--- src/rtl/core/unique_key_ordered_table_assert.svh ---
// ----------------------------------------------------------------------------
// Assertion macros for the unique-key ordered table
// Checks are compiled for simulation and drop out under synthesis.
// ----------------------------------------------------------------------------
`ifndef UNIQUE_KEY_ORDERED_TABLE_ASSERT_SVH
`define UNIQUE_KEY_ORDERED_TABLE_ASSERT_SVH

`ifndef SYNTHESIS
// Check a property at each rising edge, disabled while reset is asserted
`define UKOT_ASSERT(lbl, clk, rst_n, prop, msg) \
    lbl: assert property (@(posedge clk) disable iff (!rst_n) (prop)) else $error(msg);
// Check a property at each rising edge, reset cycles included
`define UKOT_ASSERT_ALWAYS(lbl, clk, prop, msg) \
    lbl: assert property (@(posedge clk) (prop)) else $error(msg);
`else
`define UKOT_ASSERT(lbl, clk, rst_n, prop, msg)
`define UKOT_ASSERT_ALWAYS(lbl, clk, prop, msg)
`endif

`endif

--- src/rtl/core/ukot_pkg.sv ---
// ----------------------------------------------------------------------------
// ukot_pkg
// Types and codes shared by the unique-key ordered table.
// ----------------------------------------------------------------------------
package ukot_pkg;

    localparam int KEY_W = 32;
    localparam int PAY_W = 64;

    // Operation codes; the fourth code is ignored
    typedef enum logic [1:0] {
        OP_INSERT = 2'd0,
        OP_REMOVE = 2'd1,
        OP_LIST   = 2'd2
    } t_op;

    // Result status codes
    typedef enum logic [2:0] {
        ST_INSERTED  = 3'd0,
        ST_DUPLICATE = 3'd1,
        ST_REMOVED   = 3'd2,
        ST_NOTFOUND  = 3'd3,
        ST_EMPTY     = 3'd4,
        ST_LISTED    = 3'd5,
        ST_FULL      = 3'd6
    } t_status;

    typedef enum logic {
        S_IDLE = 1'b0,
        S_SCAN = 1'b1
    } t_state;

    // Command item
    typedef struct packed {
        t_op                       op;
        logic signed [KEY_W-1:0]   key;
        logic        [PAY_W-1:0]   payload;
    } t_in;

    // Result item
    typedef struct packed {
        t_status                   status;
        logic signed [KEY_W-1:0]   entry_key;
        logic        [PAY_W-1:0]   entry_payload;
        logic                      last;
    } t_res;

    // One stored table entry
    typedef struct packed {
        logic signed [KEY_W-1:0]   key;
        logic        [PAY_W-1:0]   payload;
    } t_entry;

    localparam int ENTRY_W = $bits(t_entry);

endpackage

--- src/rtl/core/unique_key_ordered_table.sv ---
// ----------------------------------------------------------------------------
// unique_key_ordered_table
// Bounded table of key/payload entries in insertion order, with unique keys,
// insert, remove with compaction, and ordered listing.
// ----------------------------------------------------------------------------
//  Channel   Ports                         Handshake
//  command   start, busy, i_item           taken when start high and busy low
//  result    o_strobe, o_result            one cycle per item, no back-pressure
//
//  An insert or remove scans the stored entries from accept to result
//  (not on an empty table; a duplicate insert ends at the matching entry);
//  a list gives one result per cycle, after the RAM read and result registers.
//  The scan issues one read of the entry RAM per cycle over the stored
//  entries. Busy falls in the cycle the final result appears.
//  Reset (synchronous, active low) empties the table; RAM contents are not
//  cleared, entries past the count are never read.
// ----------------------------------------------------------------------------
`include "unique_key_ordered_table_assert.svh"

module unique_key_ordered_table #(
    parameter int MAX_ENTRIES = 16
) (
    input  logic            i_clk,
    input  logic            i_rst_n,
    input  logic            start,
    output logic            busy,
    input  ukot_pkg::t_in   i_item,
    output logic            o_strobe,
    output ukot_pkg::t_res  o_result
);

    localparam int CW = $clog2(MAX_ENTRIES + 1);
    localparam int IW = $clog2(MAX_ENTRIES);

    ukot_pkg::t_state                 r_state, n_state;
    logic [CW-1:0]                    r_count, n_count;
    ukot_pkg::t_op                    r_op, n_op;
    logic signed [ukot_pkg::KEY_W-1:0] r_key, n_key;
    logic [ukot_pkg::PAY_W-1:0]       r_pay, n_pay;
    logic [CW-1:0]                    r_rd_idx, n_rd_idx;
    logic                             r_dvld, n_dvld;
    logic [IW-1:0]                    r_didx, n_didx;
    logic                             r_found, n_found;
    logic                             r_strobe, n_strobe;
    ukot_pkg::t_res                   r_res, n_res;

    logic                             ram_we;
    logic [IW-1:0]                    ram_waddr;
    ukot_pkg::t_entry                 ram_wentry;
    logic                             ram_re;
    logic [IW-1:0]                    ram_raddr;
    logic [ukot_pkg::ENTRY_W-1:0]     ram_rdata;
    ukot_pkg::t_entry                 rd_entry;
    logic                             last_d;
    logic                             match;

    // Entry storage
    ukot_ram #(
        .WIDTH (ukot_pkg::ENTRY_W),
        .DEPTH (MAX_ENTRIES)
    ) u_ram (
        .i_clk   (i_clk),
        .i_we    (ram_we),
        .i_waddr (ram_waddr),
        .i_wdata (ram_wentry),
        .i_re    (ram_re),
        .i_raddr (ram_raddr),
        .o_rdata (ram_rdata)
    );

    assign rd_entry = ukot_pkg::t_entry'(ram_rdata);
    assign last_d   = (CW'(r_didx) == (r_count - CW'(1)));
    assign match    = (rd_entry.key == r_key);

    // State and control registers
    always_ff @(posedge i_clk) begin
        if (!i_rst_n) begin
            r_state  <= ukot_pkg::S_IDLE;
            r_count  <= '0;
            r_dvld   <= 1'b0;
            r_found  <= 1'b0;
            r_strobe <= 1'b0;
            r_rd_idx <= '0;
        end else begin
            r_state  <= n_state;
            r_count  <= n_count;
            r_dvld   <= n_dvld;
            r_found  <= n_found;
            r_strobe <= n_strobe;
            r_rd_idx <= n_rd_idx;
        end
    end

    // Payload registers
    always_ff @(posedge i_clk) begin
        r_op   <= n_op;
        r_key  <= n_key;
        r_pay  <= n_pay;
        r_didx <= n_didx;
        r_res  <= n_res;
    end

    // Sequencer: stream reads over the entries and act on each returned entry
    always_comb begin
        n_state    = r_state;
        n_count    = r_count;
        n_op       = r_op;
        n_key      = r_key;
        n_pay      = r_pay;
        n_rd_idx   = r_rd_idx;
        n_dvld     = r_dvld;
        n_didx     = r_didx;
        n_found    = r_found;
        n_strobe   = 1'b0;
        n_res      = '0;
        n_res.last = 1'b1;
        ram_we     = 1'b0;
        ram_waddr  = r_didx;
        ram_wentry = rd_entry;
        ram_re     = 1'b0;
        ram_raddr  = r_rd_idx[IW-1:0];

        unique case (r_state)
            ukot_pkg::S_IDLE: begin
                if (start) begin
                    n_op  = i_item.op;
                    n_key = i_item.key;
                    n_pay = i_item.payload;
                    if (r_count == '0) begin
                        // Empty table: answer at once
                        unique case (i_item.op)
                            ukot_pkg::OP_INSERT: begin
                                ram_we             = 1'b1;
                                ram_waddr          = '0;
                                ram_wentry.key     = i_item.key;
                                ram_wentry.payload = i_item.payload;
                                n_count            = CW'(1);
                                n_strobe           = 1'b1;
                                n_res.status       = ukot_pkg::ST_INSERTED;
                            end
                            ukot_pkg::OP_REMOVE: begin
                                n_strobe     = 1'b1;
                                n_res.status = ukot_pkg::ST_NOTFOUND;
                            end
                            ukot_pkg::OP_LIST: begin
                                n_strobe     = 1'b1;
                                n_res.status = ukot_pkg::ST_EMPTY;
                            end
                            default: begin
                            end
                        endcase
                    end else if (i_item.op == ukot_pkg::OP_INSERT
                              || i_item.op == ukot_pkg::OP_REMOVE
                              || i_item.op == ukot_pkg::OP_LIST) begin
                        // Launch the scan at entry zero
                        ram_re    = 1'b1;
                        ram_raddr = '0;
                        n_rd_idx  = CW'(1);
                        n_dvld    = 1'b1;
                        n_didx    = '0;
                        n_found   = 1'b0;
                        n_state   = ukot_pkg::S_SCAN;
                    end
                end
            end

            ukot_pkg::S_SCAN: begin
                // Issue the next read while entries remain
                if (r_rd_idx < r_count) begin
                    ram_re   = 1'b1;
                    n_rd_idx = r_rd_idx + CW'(1);
                    n_dvld   = 1'b1;
                    n_didx   = r_rd_idx[IW-1:0];
                end else begin
                    n_dvld = 1'b0;
                end

                if (r_dvld) begin
                    unique case (r_op)
                        ukot_pkg::OP_INSERT: begin
                            if (match) begin
                                n_strobe     = 1'b1;
                                n_res.status = ukot_pkg::ST_DUPLICATE;
                                n_dvld       = 1'b0;
                                n_state      = ukot_pkg::S_IDLE;
                            end else if (last_d) begin
                                n_strobe = 1'b1;
                                n_state  = ukot_pkg::S_IDLE;
                                if (r_count == CW'(MAX_ENTRIES)) begin
                                    n_res.status = ukot_pkg::ST_FULL;
                                end else begin
                                    // Append at the tail
                                    ram_we             = 1'b1;
                                    ram_waddr          = r_count[IW-1:0];
                                    ram_wentry.key     = r_key;
                                    ram_wentry.payload = r_pay;
                                    n_count            = r_count + CW'(1);
                                    n_res.status       = ukot_pkg::ST_INSERTED;
                                end
                            end
                        end
                        ukot_pkg::OP_REMOVE: begin
                            // Past the removed entry, move each entry down one place
                            if (r_found) begin
                                ram_we    = 1'b1;
                                ram_waddr = r_didx - IW'(1);
                            end else if (match) begin
                                n_found = 1'b1;
                            end
                            if (last_d) begin
                                n_strobe = 1'b1;
                                n_state  = ukot_pkg::S_IDLE;
                                if (r_found || match) begin
                                    n_count      = r_count - CW'(1);
                                    n_res.status = ukot_pkg::ST_REMOVED;
                                end else begin
                                    n_res.status = ukot_pkg::ST_NOTFOUND;
                                end
                            end
                        end
                        ukot_pkg::OP_LIST: begin
                            n_strobe            = 1'b1;
                            n_res.status        = ukot_pkg::ST_LISTED;
                            n_res.entry_key     = rd_entry.key;
                            n_res.entry_payload = rd_entry.payload;
                            n_res.last          = last_d;
                            if (last_d) begin
                                n_state = ukot_pkg::S_IDLE;
                            end
                        end
                        default: begin
                            n_dvld  = 1'b0;
                            n_state = ukot_pkg::S_IDLE;
                        end
                    endcase
                end
            end

            default: begin
                n_state = ukot_pkg::S_IDLE;
            end
        endcase
    end

    assign busy     = (r_state != ukot_pkg::S_IDLE);
    assign o_strobe = r_strobe;
    assign o_result = r_res;

    // Count stays within the table
    `UKOT_ASSERT(a_count_bound, i_clk, i_rst_n, r_count <= CW'(MAX_ENTRIES),
                 "entry count overflow")
    // Writes land inside the live region or at the tail
    `UKOT_ASSERT(a_wr_in_range, i_clk, i_rst_n, ram_we |-> (CW'(ram_waddr) <= r_count),
                 "RAM write past tail")
    // The final result of an item frees the block
    `UKOT_ASSERT(a_last_idle, i_clk, i_rst_n, (o_strobe && o_result.last) |-> !busy,
                 "busy after final result")
    // A non-final result only comes from an ongoing list
    `UKOT_ASSERT(a_mid_busy, i_clk, i_rst_n,
                 (o_strobe && !o_result.last)
                     |-> (busy && o_result.status == ukot_pkg::ST_LISTED),
                 "stray non-final result")
    // Count moves only while an item is handled
    `UKOT_ASSERT(a_count_step, i_clk, i_rst_n,
                 (r_count != $past(r_count)) |-> $past(start || busy),
                 "count changed while idle")

endmodule

--- src/rtl/core/ukot_ram.sv ---
// ----------------------------------------------------------------------------
// ukot_ram
// Simple dual-port RAM: one write port, one read port with registered data.
// ----------------------------------------------------------------------------
module ukot_ram #(
    parameter int WIDTH = 96,
    parameter int DEPTH = 16
) (
    input  logic                     i_clk,
    input  logic                     i_we,
    input  logic [$clog2(DEPTH)-1:0] i_waddr,
    input  logic [WIDTH-1:0]         i_wdata,
    input  logic                     i_re,
    input  logic [$clog2(DEPTH)-1:0] i_raddr,
    output logic [WIDTH-1:0]         o_rdata
);

    logic [WIDTH-1:0] r_mem [DEPTH];
    logic [WIDTH-1:0] r_rdata;

    // Write port
    always_ff @(posedge i_clk) begin
        if (i_we) begin
            r_mem[i_waddr] <= i_wdata;
        end
    end

    // Read port, data registered
    always_ff @(posedge i_clk) begin
        if (i_re) begin
            r_rdata <= r_mem[i_raddr];
        end
    end

    assign o_rdata = r_rdata;

endmodule

--- config.mk ---
export PLATFORM = sky130hd
export DESIGN_NAME = unique_key_ordered_table
export DESIGN_NICKNAME = d
export VERILOG_FILES = /design/src/rtl/core/ukot_pkg.sv /design/src/rtl/core/unique_key_ordered_table.sv /design/src/rtl/core/ukot_ram.sv
export VERILOG_INCLUDE_DIRS = /design/src /design/src/rtl/core
export SDC_FILE = /design/constraint.sdc
export NUM_CORES = 2
export LEC_CHECK = 0
export BUFFER_PORTS_ARGS = -buffer_cell sky130_fd_sc_hd__buf_2
export CORE_MARGIN = 1.5
export CORE_UTILIZATION = 31
export CTS_CLUSTER_SIZE = 28
export DETAILED_ROUTE_END_ITERATION = 10
export GPL_TIMING_DRIVEN = 0
export PLACE_DENSITY_LB_ADDON = 0.15
export SLEW_MARGIN = 20
export SYNTH_ARGS = -nofsm -noshare
export SYNTH_HDL_FRONTEND = slang
export SYNTH_SLANG_ARGS = --single-unit
--- constraint.sdc ---
create_clock -name i_clk -period 27.7 [get_ports i_clk]
set_clock_uncertainty 0.1 [all_clocks]
set_input_delay 1.385 -clock i_clk [delete_from_list [all_inputs] [get_ports i_clk]]
set_output_delay 1.385 -clock i_clk [all_outputs]
set_load 0.01 [all_outputs]
==> reports/qor.yml <==
outcome:
  status: "complete, no violations"
yosys:
  syn-num-nets: 5050
  ys_ff_latch: 1848
  synth_edf_count: 1734
  synth_cells: 4937
  syn_area_um2: 74600
  async_flop_share: 0
  yosysUniqueCellTypes: 65
  yosysMostFrequentCell: "edfxtp_1"
  synth_top_area_cell: "edfxtp_1"
  synth_top_cell_area_share: 0.698
  synth.top_cells.by_count: "1734 x edfxtp_1, 594 x nand2_1, 482 x mux2i_1, 264 x clkbuf_1, 258 x and2_1"
  ys_seq_area_frac: 0.729
  synthTopCellsByArea: "edfxtp_1 70%, mux2i_1 6.5%, dfxtp_1 3.1%"
  avgSynthCellArea_um2: 15.1
  synthFlopType: "edfxtp_1"
  yosys_warnings: 0
setup_path:
  reg2reg_slack_ns: 21.99
  reg2reg_to: "u_ram.r_mem[15][47]"
  worstPathMaxFanout: 10
  timing.rr.start: "u_ram.o_rdata[89]"
  crit_type: "flop to flop"
  critPathCaptureType: "flop"
  cp.arrival_ns: 6.17
  cp.required_ns: 28.16
  crit_path_start_kind: "flop"
  r2r_cells: 15
timing:
  fin_setup_tns_ns: 0
  fin_crit_ns: 5.71
  tightest_slew_ns: 1.16
  relSlewSlack: 0.228
  setup_viol: 0
  fmax_mhz: 175
  maxSlewViolCount: 0
  worst_hold_slack_ns: 0.397
  rsz0062_at_grt: "false"
  hold_viol_final: 0
  period_share: 0.206
drt:
  route.detailed.drc: 0
  first_pass_iters: 5
  wirelength_um: 237000
  num_vias: 44600
  first_iter_violations: 3734
  ant_nets: 0
  via_per_inst: 5.02
  avgRoutedWirePerCell_um: 26.7
clock_network:
  cts_hold_buf: 0
  cts_tree: "built"
  clkSinkCount: 1848
  clock_path_buffers: 3
  root_buffer: "clkbuf_16"
  cts_resized: 0
  cts_buffers: 201
  insertion_delay_ns: 0.86
  htree_levels: 4
  clk_pin_slew_worst_paths_ns: 0.06
  postCtsSetupBuffers: 0
cells_and_area:
  final_nets: 5646
  final_cells: 8872
  syn2layout_area_growth_pct: 19.2
  regArea_um2: 54400
  multi_input_area_um2: 19300
  num-fill-cells: 22700
  drive_gt1_frac: 0.186
worst_hold_path:
  hold_class: "flop to flop"
  min_path_cells: 1
  min_from: "u_ram.o_rdata[60]"
  whs_endpoint: "o_result[61]"
placement:
  io_buffers: 202
  dp_cells: 8497
  dp_hpwl_um: 166000
  place_congestion: 0.776
global_route:
  grt_overflow: 0
  grt_pass1_wl_um: 337000
  grt_max_degree: 61
  antenna_found_initial: 28
  grt_pass1_vias: 44700
  grt_usage: 0.192
floorplan:
  initial_core_util: 0.313
  rows: 179
  die_area_um2: 243000
  die-width_um: 493
  die_h_um: 493
  core_um2: 239000
  io_pins: 203
power_and_ir_drop:
  total_leakage_power_nw: 29.9
  powerDensity_nw_per_um2: 67.7
  peakVddDrop_mv: 0.0525
  power_mw: 6.02
job:
  drv_cap: 0
==> stage by stage <==
stage	cell area, um^2	setup WS, ns	utilization
after floorplan	74600	14.30	-
after detailed placement	82300	21.67	0.345
after global placement	79500	0.365	0.333
after global routing	88900	21.66	0.373
after CTS	88800	21.66	0.372
final	88900	21.99	0.373
==> cells by family (layout without fill, tap and decap cells) <==
family,count (synthesis),after routing,synth area share
muxes,675,675,0.0944
DFF,1848,1848,0.729
AOI/OAI and AO/OA,831,831,0.0737
and+or+nand+nor,1167,1167,0.0759
buffers and inverters,364,1123,0.0201
xor gates and xnor gates,40,40,0.00492
adders and majority gates,12,12,0.00201
other,0,9,0
==> state kept, by name (all words and copies together) (netlist names) <==
signal	cells
r_key	32
u_ram.o_rdata	96
r_found	1
o_result	100
u_ram.r_mem	1536
r_rd_idx	5
r_didx	4
o_strobe	1
r_dvld	1
busy	1
r_pay	64
r_op	2
r_count	5
==> report_power, final <==
| part | total, mW | switching, mW | internal (mW) |
|---|---|---|---|
| logic | 0.250 | 0.173 | 0.0770 |
| registers | 3.10 | 0.0109 | 3.09 |
| clock network | 2.67 | 1.13 | 1.54 |
| total | 6.02 | 1.31 | 4.71 |
==> metal layers <==
layer	share of wire	GRT usage	routed length [um]	vias up
met2	0.48	0.316	114000	1156
met4	0.029	0.0625	6900	4
met1	0.45	0.264	106000	23000
li1	-	-	-	20100
met3	0.045	0.0226	10600	312
met5	0.00011	0	27	-
==> how the worst max path moves through the flow <==
stage	from	endpoint	slack, ns	cells after the start
floorplan	i_item[97]	u_ram.r_mem[15][0]	14.30	9
global route	u_ram.o_rdata[95]	u_ram.r_mem[15][45]	21.66	15
finish	u_ram.o_rdata[89]	u_ram.r_mem[15][47]	21.99	15
global placement	i_item[96]	u_ram.r_mem[15][45]	0.36	10
CTS	u_ram.o_rdata[95]	u_ram.r_mem[2][40]	21.66	13
detailed placement	start	u_ram.o_rdata[93]	21.67	12
==> cell usage in the layout, fill, tap and decap left out, drive strengths merged, types with 97 or more instances in the layout <==
| master | n |
|---|---|
| a31oi | 192 |
| and2 | 296 |
| clkbuf | 526 |
| mux2i | 482 |
| mux2 | 190 |
| nand3 | 198 |
| buf | 479 |
| o21ai | 207 |
| dfxtp | 114 |
| a221o | 97 |
| edfxtp | 1734 |
| nand2 | 594 |
| a21oi | 111 |
| a211oi | 194 |
==> final cells by class <==
cell class / count / area share
flip-flops and latches: 1848 / 0.611
multi-input cells: 2725 / 0.217
clock buffers: 262 / 0.0608
well taps: 3167 / 0.0446
repair buffers: 393 / 0.0369
plain buffers: 350 / 0.0167
clock inverters: 104 / 0.0121
inverters: 14 / 0.000676
diodes: 9 / 0.000253
==> critical path: stages, from the launching register on <==
cell and delay, ns:
edfxtp_1 0.44, xor2_1 0.28, nor4_1 0.45, nand4_1 0.62, o21a_4 0.48, mux2_4 0.20, a221o_1 0.34, buf_6 0.24
nor4b_2 0.59, buf_2 0.29, buf_2 0.24, buf_2 0.24, buf_4 0.21, buf_2 0.23, buf_4 0.20, buf_2 0.22
No activity file was read; power rests on OpenSTA's default activity.
